==> src/rtl/csw_pkg.sv <==
// ----------------------------------------------------------------------------
// csw_pkg: shared types and constants of the contour search window unit
// Fixed-point formats, derived datapath widths, action and register codes.
// ----------------------------------------------------------------------------
`default_nettype none

package csw_pkg;

  // Fixed-point formats
  localparam int COORD_FRAC_BITS  = 4;
  localparam int OFFSET_FRAC_BITS = 8;

  // Field widths
  localparam int COORD_W  = 18;
  localparam int OFFSET_W = 12;
  localparam int FRAME_W  = 13;
  localparam int CFG_W    = 13;
  localparam int CFG_IDX_W = 2;

  // Derived datapath widths
  localparam int SCALE_W  = OFFSET_W + 1;
  localparam int SCALE_ONE = 1 << OFFSET_FRAC_BITS;
  localparam int DIFF_W   = COORD_W;
  localparam int SUM_W    = COORD_W + 1;
  localparam int PROD_W   = DIFF_W + SCALE_W;
  localparam int NUM_W    = PROD_W + 2;
  localparam int CORNER_SHIFT = COORD_FRAC_BITS + 1 + OFFSET_FRAC_BITS;
  localparam int SIZE_SHIFT   = COORD_FRAC_BITS + OFFSET_FRAC_BITS;
  localparam int CORNER_W = NUM_W - CORNER_SHIFT;
  localparam int SIZE_W   = PROD_W - SIZE_SHIFT;
  localparam int CLIP_W   = SIZE_W + 2;

  // Reset values of the configuration registers
  localparam logic [FRAME_W-1:0]  FRAME_WIDTH_RST   = FRAME_W'(640);
  localparam logic [FRAME_W-1:0]  FRAME_HEIGHT_RST  = FRAME_W'(480);
  localparam logic [OFFSET_W-1:0] EXPAND_OFFSET_RST = '0;

  // Input actions
  typedef enum logic [1:0] {
    ACT_POINT    = 2'd0,
    ACT_LAST     = 2'd1,
    ACT_APPEARED = 2'd2,
    ACT_NONE     = 2'd3
  } action_t;

  // Configuration register indexes
  typedef enum logic [CFG_IDX_W-1:0] {
    REG_FRAME_WIDTH   = 2'd0,
    REG_FRAME_HEIGHT  = 2'd1,
    REG_EXPAND_OFFSET = 2'd2
  } cfg_reg_t;

  // Load strobes for the per-axis datapath stages
  typedef struct packed {
    logic load_prod;
    logic load_win;
  } csw_adv_t;

endpackage

`default_nettype wire

==> src/rtl/csw_axis.sv <==
// ----------------------------------------------------------------------------
// csw_axis: window arithmetic for one axis
// Scales the half extent around the centre, truncates corner and size toward
// zero, then clips both against zero and the frame edge.
// ----------------------------------------------------------------------------
`default_nettype none

module csw_axis
  import csw_pkg::*;
(
  input  wire logic                       clk,
  input  wire csw_adv_t                   adv,
  input  wire logic signed [COORD_W-1:0]  mn,
  input  wire logic signed [COORD_W-1:0]  mx,
  input  wire logic        [OFFSET_W-1:0] offset,
  input  wire logic        [FRAME_W-1:0]  frame,
  output logic             [FRAME_W-1:0]  pos,
  output logic             [FRAME_W-1:0]  len,
  output logic                            nonempty
);

  logic        [SCALE_W-1:0]  scale;
  logic signed [SUM_W-1:0]    diff_full;
  logic        [DIFF_W-1:0]   diff;
  logic signed [SUM_W-1:0]    sum_c;
  logic        [PROD_W-1:0]   prod_c;

  logic        [PROD_W-1:0]   prod;
  logic signed [SUM_W-1:0]    sum;

  logic signed [NUM_W-1:0]    num;
  logic signed [NUM_W-1:0]    num_biased;
  logic signed [NUM_W-1:0]    num_shifted;
  logic signed [CORNER_W-1:0] corner_c;
  logic        [SIZE_W-1:0]   size_c;

  logic signed [CORNER_W-1:0] corner;
  logic        [SIZE_W-1:0]   size;

  logic signed [CLIP_W-1:0]   c0;
  logic signed [CLIP_W-1:0]   s0;
  logic signed [CLIP_W-1:0]   c1;
  logic signed [CLIP_W-1:0]   s1;
  logic signed [CLIP_W-1:0]   s2;
  logic signed [CLIP_W-1:0]   f;

  // Extent, centre sum and scaled extent
  always_comb begin
    scale     = SCALE_W'(SCALE_ONE) + SCALE_W'(offset);
    diff_full = SUM_W'(mx) - SUM_W'(mn);
    diff      = diff_full[DIFF_W-1:0];
    sum_c     = SUM_W'(mn) + SUM_W'(mx);
    prod_c    = PROD_W'(diff) * PROD_W'(scale);
  end

  always_ff @(posedge clk) begin
    if (adv.load_prod) begin
      prod <= prod_c;
      sum  <= sum_c;
    end
  end

  // Corner and size, each truncated toward zero
  always_comb begin
    num = ($signed({{(NUM_W-SUM_W){sum[SUM_W-1]}}, sum}) <<< OFFSET_FRAC_BITS)
        - $signed({2'b00, prod});
    num_biased = num[NUM_W-1] ? num + NUM_W'((1 << CORNER_SHIFT) - 1) : num;
    num_shifted = num_biased >>> CORNER_SHIFT;
    corner_c = num_shifted[CORNER_W-1:0];
    size_c   = prod[PROD_W-1:SIZE_SHIFT];
  end

  always_ff @(posedge clk) begin
    if (adv.load_win) begin
      corner <= corner_c;
      size   <= size_c;
    end
  end

  // Clip against zero, then against the far frame edge
  always_comb begin
    c0 = $signed({{(CLIP_W-CORNER_W){corner[CORNER_W-1]}}, corner});
    s0 = $signed({{(CLIP_W-SIZE_W){1'b0}}, size});
    f  = $signed({{(CLIP_W-FRAME_W){1'b0}}, frame});
    if (c0 < 0) begin
      s1 = s0 + c0;
      c1 = '0;
    end else begin
      s1 = s0;
      c1 = c0;
    end
    if (c1 + s1 > f) begin
      s2 = f - c1;
    end else begin
      s2 = s1;
    end
    nonempty = (s2 > 0);
    pos      = c1[FRAME_W-1:0];
    len      = s2[FRAME_W-1:0];
  end

endmodule

`default_nettype wire

==> src/rtl/contour_search_window_unit.sv <==
// Contour search window unit.
// Throughput: one beat per cycle while the output is not stalled; each beat
// other than a point passes input, snapshot, product and window registers
// before the result register; a point beat leaves after the input register.
// Reset: synchronous; empties the pipe, clears min/max, restores frame
// 640x480 and zero enlargement, and the next point starts a new contour.
// ----------------------------------------------------------------------------
// contour_search_window_unit: bounding box search window of a contour
// Tracks min/max of contour points and emits a scaled, clipped rectangle on
// the last point, the full frame or an empty rectangle on request.
// ----------------------------------------------------------------------------
`default_nettype none

module contour_search_window_unit
  import csw_pkg::*;
(
  input  wire logic                       clk,
  input  wire logic                       rst,
  // configuration
  input  wire logic                       cfg_write,
  input  wire logic [CFG_IDX_W-1:0]       cfg_index,
  input  wire logic [CFG_W-1:0]           cfg_data,
  // input channel
  input  wire logic                       in_valid,
  output logic                            in_stall,
  input  wire logic [1:0]                 action,
  input  wire logic signed [COORD_W-1:0]  point_x,
  input  wire logic signed [COORD_W-1:0]  point_y,
  // output channel
  output logic                            out_valid,
  input  wire logic                       out_stall,
  output logic [FRAME_W-1:0]              rect_x,
  output logic [FRAME_W-1:0]              rect_y,
  output logic [FRAME_W-1:0]              rect_width,
  output logic [FRAME_W-1:0]              rect_height
);

  // Configuration registers
  logic [FRAME_W-1:0]  frame_width;
  logic [FRAME_W-1:0]  frame_height;
  logic [OFFSET_W-1:0] expand_offset;

  // Contour state
  logic signed [COORD_W-1:0] min_x, min_y, max_x, max_y;
  logic                      expect_first;
  logic signed [COORD_W-1:0] min_x_next, min_y_next, max_x_next, max_y_next;

  // Pipeline registers
  logic                      v0, v1, v2, v3;
  action_t                   a0, k1, k2, k3;
  logic signed [COORD_W-1:0] px0, py0;
  logic signed [COORD_W-1:0] min_x1, min_y1, max_x1, max_y1;

  // Handshake
  logic out_load, ld1, ld2, ld3, ld4;
  logic free0, free1, free2, free3, leave0;
  csw_adv_t adv;

  // Axis results
  logic [FRAME_W-1:0] ax_pos, ax_len, ay_pos, ay_len;
  logic               ax_ok, ay_ok;

  logic [FRAME_W-1:0] rect_x_next, rect_y_next, rect_width_next, rect_height_next;

  // Write configuration
  always_ff @(posedge clk) begin
    if (rst) begin
      frame_width   <= FRAME_WIDTH_RST;
      frame_height  <= FRAME_HEIGHT_RST;
      expand_offset <= EXPAND_OFFSET_RST;
    end else if (cfg_write) begin
      case (cfg_reg_t'(cfg_index))
        REG_FRAME_WIDTH:   frame_width   <= cfg_data[FRAME_W-1:0];
        REG_FRAME_HEIGHT:  frame_height  <= cfg_data[FRAME_W-1:0];
        REG_EXPAND_OFFSET: expand_offset <= cfg_data[OFFSET_W-1:0];
        default: ;
      endcase
    end
  end

  // Advance the pipe wherever the next stage is empty or moving
  always_comb begin
    out_load = !out_valid || !out_stall;
    ld4      = v3 && out_load;
    free3    = !v3 || ld4;
    ld3      = v2 && free3;
    free2    = !v2 || ld3;
    ld2      = v1 && free2;
    free1    = !v1 || ld2;
    leave0   = v0 && ((a0 == ACT_POINT) || free1);
    ld1      = leave0 && (a0 != ACT_POINT);
    free0    = !v0 || leave0;
    in_stall = !free0;
    adv.load_prod = ld2;
    adv.load_win  = ld3;
  end

  // Capture the input beat
  always_ff @(posedge clk) begin
    if (rst) begin
      v0 <= 1'b0;
    end else if (free0) begin
      v0 <= in_valid;
    end
  end

  always_ff @(posedge clk) begin
    if (free0 && in_valid) begin
      a0  <= action_t'(action);
      px0 <= point_x;
      py0 <= point_y;
    end
  end

  // Fold the point into the running box
  always_comb begin
    if (expect_first) begin
      min_x_next = px0;
      max_x_next = px0;
      min_y_next = py0;
      max_y_next = py0;
    end else begin
      min_x_next = (px0 < min_x) ? px0 : min_x;
      max_x_next = (px0 > max_x) ? px0 : max_x;
      min_y_next = (py0 < min_y) ? py0 : min_y;
      max_y_next = (py0 > max_y) ? py0 : max_y;
    end
  end

  always_ff @(posedge clk) begin
    if (rst) begin
      min_x        <= '0;
      min_y        <= '0;
      max_x        <= '0;
      max_y        <= '0;
      expect_first <= 1'b1;
    end else if (leave0) begin
      expect_first <= (a0 != ACT_POINT);
      if (a0 == ACT_POINT || a0 == ACT_LAST) begin
        min_x <= min_x_next;
        min_y <= min_y_next;
        max_x <= max_x_next;
        max_y <= max_y_next;
      end
    end
  end

  // Snapshot the finished box for result beats
  always_ff @(posedge clk) begin
    if (rst) begin
      v1 <= 1'b0;
      v2 <= 1'b0;
      v3 <= 1'b0;
    end else begin
      if (free1) v1 <= ld1;
      if (free2) v2 <= ld2;
      if (free3) v3 <= ld3;
    end
  end

  always_ff @(posedge clk) begin
    if (ld1) begin
      k1     <= a0;
      min_x1 <= min_x_next;
      min_y1 <= min_y_next;
      max_x1 <= max_x_next;
      max_y1 <= max_y_next;
    end
    if (ld2) k2 <= k1;
    if (ld3) k3 <= k2;
  end

  // Per-axis window arithmetic
  csw_axis u_axis_x (
    .clk      (clk),
    .adv      (adv),
    .mn       (min_x1),
    .mx       (max_x1),
    .offset   (expand_offset),
    .frame    (frame_width),
    .pos      (ax_pos),
    .len      (ax_len),
    .nonempty (ax_ok)
  );

  csw_axis u_axis_y (
    .clk      (clk),
    .adv      (adv),
    .mn       (min_y1),
    .mx       (max_y1),
    .offset   (expand_offset),
    .frame    (frame_height),
    .pos      (ay_pos),
    .len      (ay_len),
    .nonempty (ay_ok)
  );

  // Select the result rectangle
  always_comb begin
    rect_x_next      = '0;
    rect_y_next      = '0;
    rect_width_next  = '0;
    rect_height_next = '0;
    case (k3)
      ACT_APPEARED: begin
        rect_width_next  = frame_width;
        rect_height_next = frame_height;
      end
      ACT_LAST: begin
        if (ax_ok && ay_ok) begin
          rect_x_next      = ax_pos;
          rect_y_next      = ay_pos;
          rect_width_next  = ax_len;
          rect_height_next = ay_len;
        end
      end
      default: ;
    endcase
  end

  // Hold the result until taken
  always_ff @(posedge clk) begin
    if (rst) begin
      out_valid <= 1'b0;
    end else if (out_load) begin
      out_valid <= v3;
    end
  end

  always_ff @(posedge clk) begin
    if (ld4) begin
      rect_x      <= rect_x_next;
      rect_y      <= rect_y_next;
      rect_width  <= rect_width_next;
      rect_height <= rect_height_next;
    end
  end

endmodule

`default_nettype wire

==> config.mk <==
export PLATFORM = sky130hd
export DESIGN_NAME = contour_search_window_unit
export DESIGN_NICKNAME = d
export VERILOG_FILES = /design/src/rtl/csw_pkg.sv /design/src/rtl/csw_axis.sv /design/src/rtl/contour_search_window_unit.sv
export SDC_FILE = /design/constraint.sdc
export NUM_CORES = 2
export LEC_CHECK = 0
export ABC_AREA = 1
export BUFFER_PORTS_ARGS = -buffer_cell sky130_fd_sc_hd__buf_2
export CAP_MARGIN = 20
export CORE_ASPECT_RATIO = 2
export CORE_MARGIN = 2
export CORE_UTILIZATION = 53
export DETAILED_ROUTE_END_ITERATION = 8
export HOLD_SLACK_MARGIN = 0.06
export PLACE_DENSITY = 0.69
export RECOVER_POWER = 25
export SKIP_LAST_GASP = 1
export SLEW_MARGIN = 15
export SYNTH_ARGS = -nofsm -noshare
export SYNTH_HDL_FRONTEND = slang
export SYNTH_HIERARCHICAL = 1
export SYNTH_SLANG_ARGS = --single-unit
==> constraint.sdc <==
create_clock -name clk -period 8.6 [get_ports clk]
set_clock_uncertainty 0.15 [all_clocks]
set_input_delay 0 -clock clk [delete_from_list [all_inputs] [get_ports clk]]
set_output_delay 0 -clock clk [all_outputs]
set_load 0.1 [all_outputs]
## Word level (Yosys, flattened, before mapping)

Cells that the tools add are included.

- $lt $le $gt $ge: 10
- Add/subtract/negate cells: 15
- Reductions and logical operators: 29
- Multiplexer cells: 20
- Equal/unequal tests: 5
- $mul: 2

Operators with widths:

| operator | number |
|---|---|
| 18-bit two-way mux | 8 |
| 21-bit two-way mux | 6 |
| 33-bit by 14-bit adder with 33-bit output (second input constant) | 2 |
| 27-bit by 32-bit subtractor with 33-bit output | 2 |
| 32-bit two-way mux | 2 |
| 18-bit by 13-bit multiplier with 31-bit output | 2 |
| 13-bit one-hot mux with 2 select lines | 2 |
| 20-bit by 20-bit adder with 21-bit output | 2 |
| 21-bit adder | 2 |
| 21-bit by 1-bit greater-than comparator with 1-bit output (second input constant) | 2 |
| 21-bit by 14-bit greater-than comparator with 1-bit output | 2 |
| 14-bit by 21-bit subtractor with 21-bit output | 2 |
| 20-bit by 1-bit < comparator with 1-bit output (second input constant) | 2 |
| 18-bit by 18-bit adder with 19-bit output | 2 |
| 18-bit greater-than comparator | 2 |
| 18-bit < comparator | 2 |
| 18-bit subtractor | 2 |
| 13-bit two-way mux | 2 |
| 9-bit by 12-bit adder with 13-bit output (first input constant) | 1 |
| 2-bit AND reduction | 5 |
| 1-bit logical AND | 7 |
| 1-bit zero test | 7 |
| 1-bit logical OR | 7 |
| 2-bit by 1-bit equality test with 1-bit output (second input constant) | 3 |
| other kinds (3) | 5 |

- Word-level logic and storage cells: 118
- Register bits: 462
- Input bits: 58

## Depth between registers and ports, before layout

- Depth after elaboration: 12
- Depth in mapped cells: 44

## By module

Netlist, hierarchy kept.

By module, submodules not included:

| module | cells an instance | times used | area an instance (sq um) |
|---|---|---|---|
| csw_axis at u_axis_y | 2472 | 1 | 18094.9 |
| csw_axis at u_axis_x | 2416 | 1 | 17993.5 |
| contour_search_window_unit | 1483 | 1 | 13415.4 |

## Least setup slack after synthesis

OpenSTA, ideal clock, no wires.

- Path kind: reg2reg
- Start point: reg min_x1[0]
- End point: reg u_axis_x.prod[27], data pin
- Arrival time: 6.678 ns
- Library setup time: 0.253 ns
- Clock period less this slack: 7.081 ns
- Buffers on the path: 0
- Required time: 8.197 ns
- Stages on the path, launching flop included: 35
- Path slack: 1.519 ns
- Path through: edfxtp_1 ha_1 fa_1 nand3b_1 nand2_1 a21oi_1 o21ai_2 nand2_1 nand2_1 nand2_1 nand2_1 nand2_1 a31oi_1 xor2_2 inv_2 nor2_1 fa_1 inv_1 fa_1 fa_1 fa_1 fa_1 inv_1 ha_1 a21oi_1 a21boi_0 nand3_1 a21oi_1 o221ai_1 a21oi_1 o21ai_0 nand2_1 nand3_1 nand2_1 nand2_1

- Word-level cells in the longest chain between the ends: 2

Ends and longest elaborated chain:

| what | RTL line | RTL |
|---|---|---|
| start, declared | contour_search_window_unit.sv:52 | `logic signed [COORD_W-1:0] min_x1, min_y1, max_x1, max_y1;` |
| start signal, assigned | contour_search_window_unit.sv:164 | `min_x1 <= min_x_next;` |
| 18-bit subtractor | csw_axis.sv:50 | `diff_full = SUM_W'(mx) - SUM_W'(mn);` |
| 18-bit by 13-bit multiplier with 31-bit output | csw_axis.sv:53 | `prod_c = PROD_W'(diff) * PROD_W'(scale);` |
| net u_axis_x.prod_c[27] | csw_axis.sv:26 | `logic [PROD_W-1:0] prod_c;` |
| end signal, assigned | csw_axis.sv:58 | `prod <= prod_c;` |
| end, declared | csw_axis.sv:28 | `logic [PROD_W-1:0] prod;` |

The timed path passes the listed nets, and every way through them passes these cells.
A chain may end at the register's enable or synchronous reset.

## Worst setup path after layout

Ends and elaborated chain as after synthesis.

==> results.sh <==
export IMPL_placed_area_um2=51200
export IMPL_fmax_mhz=125
export IMPL_ys_types=77
export IMPL_setup_violations=0
export IMPL_clockBufferDepth=3
export IMPL_synth_warnings=6
export IMPL_slew_headroom_pct=-168
export IMPL_multi_input_area_um2=31400
export IMPL_die_x_um=220
export IMPL_route_detailed_drc=0
export IMPL_netlist_area_um2=49500
export IMPL_worst_slew_pin_slew_ps=4010
export IMPL_initial_core_util_pct=53.4
export IMPL_gp_congestion=1.06
export IMPL_setup_slack_ps=606
export IMPL_synthCells=6371
export IMPL_core_area_um2=92700
export IMPL_avgSynthCellArea_um2=7.77
export IMPL_violations="capacitance limit, slew limit"
export IMPL_rows=158
export IMPL_required_ps=8850
export IMPL_drv_slew=170
export IMPL_crit_arrival_ps=8240
export IMPL_fin_setup_tns_ps=0
export IMPL_portBuffers=111
export IMPL_crit_path_start="min_x1[0]"
export IMPL_crit_type="flop to flop"
export IMPL_wl_met3_mm=5.21
export IMPL_endpoint_kind="flop"
export IMPL_finalCritPeriodShare_pct=93.0
export IMPL_ios=112
export IMPL_antenna_found_initial=0
export IMPL_synth_most_common_cell="nand2_1"
export IMPL_nNetsFinal=7464
export IMPL_holdWs_ps=104
export IMPL_placed_cells=7596
export IMPL_vias_per_cell=5.44
export IMPL_cpPeakStageDelay_ps=540
export IMPL_synth_commonest_cells="nand2_1, inv_1, nor2_1, ha_1, a21oi_1"
export IMPL_die_h_um=436
export IMPL_gr_total_overflow=0
export IMPL_clk_latency_ps=630
export IMPL_ys_ff_latch=462
export IMPL_cts_tree="yes"
export IMPL_drive_above_1_share_pct=6.99
export IMPL_cts_setup_buffers=0
export IMPL_first_global_vias=44076
export IMPL_leakage_nw=26.2
export IMPL_diodes=0
export IMPL_start_kind="flop"
export IMPL_rr_startpoint="min_x1[0]"
export IMPL_drt_wirelength_per_cell_um=18.8
export IMPL_rsz0062_at_grt="no"
export IMPL_final_core_util_pct=58.1
export IMPL_p_total_mw=10.1
export IMPL_synthArstFlopShare_pct=0
export IMPL_synth_area_leaders="edfxtp_1, fa_1, ha_1"
export IMPL_grt_max_degree=81
export IMPL_htreeDepth=2
export IMPL_n_fill_cell=8665
export IMPL_first_iter_violations=2081
export IMPL_cellPowerDensity_nw_per_um2=187
export IMPL_layoutNonFillerInstCount=7805
export IMPL_dr_wl_met2_mm=79.0
export IMPL_hold_viol_final=0
export IMPL_yosysTopAreaCellShare_pct=21.0
export IMPL_cp_max_fo=8
export IMPL_hold_class="input pin to flop"
export IMPL_routed_wl_mm=147
export IMPL_r2r_cells=34
export IMPL_ys_flop_type="edfxtp_1"
export IMPL_max_cap_violations=3
export IMPL_synth_edf_count=346
export IMPL_grt_usage_pct=30.7
export IMPL_run_status="finished with violations"
export IMPL_synth_nets=7267
export IMPL_cts_buffers=45
export IMPL_die_area_um2=96000
export IMPL_endpoint="u_axis_x/prod[27]"
export IMPL_regArea_um2=12700
export IMPL_pre_cts_ws_ps=749
export IMPL_syn_to_final_growth_pct=8.88
export IMPL_cp_common_cell="nand2_1"
export IMPL_cts_sinks=462
export IMPL_synth_top_cell_by_area="edfxtp_1"
export IMPL_vdd_ir_drop_max_uv=189
export IMPL_clk_pin_slew_ps=70
export IMPL_ant_nets=0
export IMPL_r2r_end="u_axis_x/prod[27]"
export IMPL_grt_pass1_wl_mm=227
export IMPL_wl_met1_mm=47.7
export IMPL_yosysSeqAreaShare_pct=25.7
export IMPL_finalInstanceArea_um2=53900
export IMPL_num_vias=42487
export IMPL_dpl_hpwl_mm=121
export IMPL_cp_top_family="adder cells"
export IMPL_fin_crit_ps=7990
export IMPL_cpMaxStageDelayCell="fa_1"
export IMPL_cp_num_buf_inv=3
export IMPL_reg2reg_slack_ps=610
export IMPL_dr_max_layer_used="met4"
export IMPL_firstDrtPassIters=6
export IMPL_cts_root_buffer="clkbuf_16"
export IMPL_worst_path_stages=34
-- repair_timing --
action	in CTS	in global routing
hold endpoints to repair	176	0
resized for setup	0	0
hold buffers	125	0
-- worst min path at each step --
| stage | from | depth (start not counted) | endpoint | slack, ps |
|---|---|---|---|---|
| after floorplan | action[0] | 0 | a0[0] | -50 |
| after global placement | point_y[1] | 1 | py0[1] | 30 |
| after detailed placement | point_y[14] | 1 | py0[14] | 30 |
| after CTS | cfg_data[11] | 4 | frame_width[11] | 60 |
| after global routing | cfg_data[11] | 4 | frame_width[11] | 120 |
| final | cfg_data[11] | 4 | frame_width[11] | 100 |
-- routing by layer --
layer  up-vias  global-route usage, %
met1     19986                   28.0
met2      1345                   59.3
li1      20536                      -
met4         0                   25.7
met5         -                      0
met3       620                   2.99
-- registers in the layout, summed over array words and instances (netlist names), 19 cells and up --
| name | count |
|---|---|
| u_axis_x/corner | 20 |
| u_axis_y/prod | 31 |
| u_axis_y/size | 19 |
| u_axis_y/corner | 20 |
| u_axis_x/sum | 19 |
| u_axis_y/sum | 19 |
| u_axis_x/size | 19 |
| u_axis_x/prod | 31 |
-- where the power goes --
group          switching, mW  internal (mW)  leakage (nW)
sequential             0.126           2.73          4.16
combinational           3.32           1.84          21.3
clock                  0.921           1.12         0.726
total                   4.37           5.69          26.2
-- worst reg2reg max path: cells and delay by family (launching register included) --
family | cells | cell delay, ps
adders and majority gates | 8 | 3390
AOI/OAI and AO/OA | 9 | 1940
and+or+nand+nor | 13 | 1320
DFF | 1 | 400
xor gates and xnor gates | 1 | 340
buffers and inverters | 3 | 250
-- final cells by class --
type | count | area share (%)
clock buffers | 59 | 2.28
clock inverters | 25 | 0.504
inverters | 1243 | 8.66
multi-input cells | 4532 | 58.3
flip-flops and latches | 462 | 23.6
well taps | 1200 | 2.79
repair buffers | 284 | 3.87
-- cells by family after synthesis --
kind of cell               after synthesis  share of synthesized area [%]
adders and majority gates              838                           26.7
and+or+nand+nor                       2726                           24.2
DFF                                    462                           25.7
xor gates and xnor gates               244                           4.43
buffers and inverters                 1377                           10.9
AOI/OAI and AO/OA                      724                           8.12
-- layout by cell type (no fill, tap or decap), drive strengths merged, types with 2 or more instances in the layout --
cell type,netlist,layout
a211oi,3,3
a21boi,10,10
a21o,19,19
a21oi,430,430
a22oi,2,2
a31oi,12,12
and2,3,3
and3,6,6
buf,41,100
bufinv,0,3
clkbuf,91,118
clkinv,8,23
clkinvlp,0,3
dfxtp,116,116
dlygate4sd3,0,125
edfxtp,346,346
fa,362,362
ha,476,476
inv,1235,1239
nand2,1503,1503
nand3,387,387
nand3b,19,19
nand4,84,84
nor2,573,573
nor3,52,52
nor3b,3,3
nor4,13,13
o2111ai,3,3
o211ai,8,8
o21a,15,15
o21ai,179,179
o21bai,24,24
o221ai,7,7
o31ai,8,8
or2,82,82
xnor2,83,83
xor2,161,161
Power figures use the tool's default switching activity.
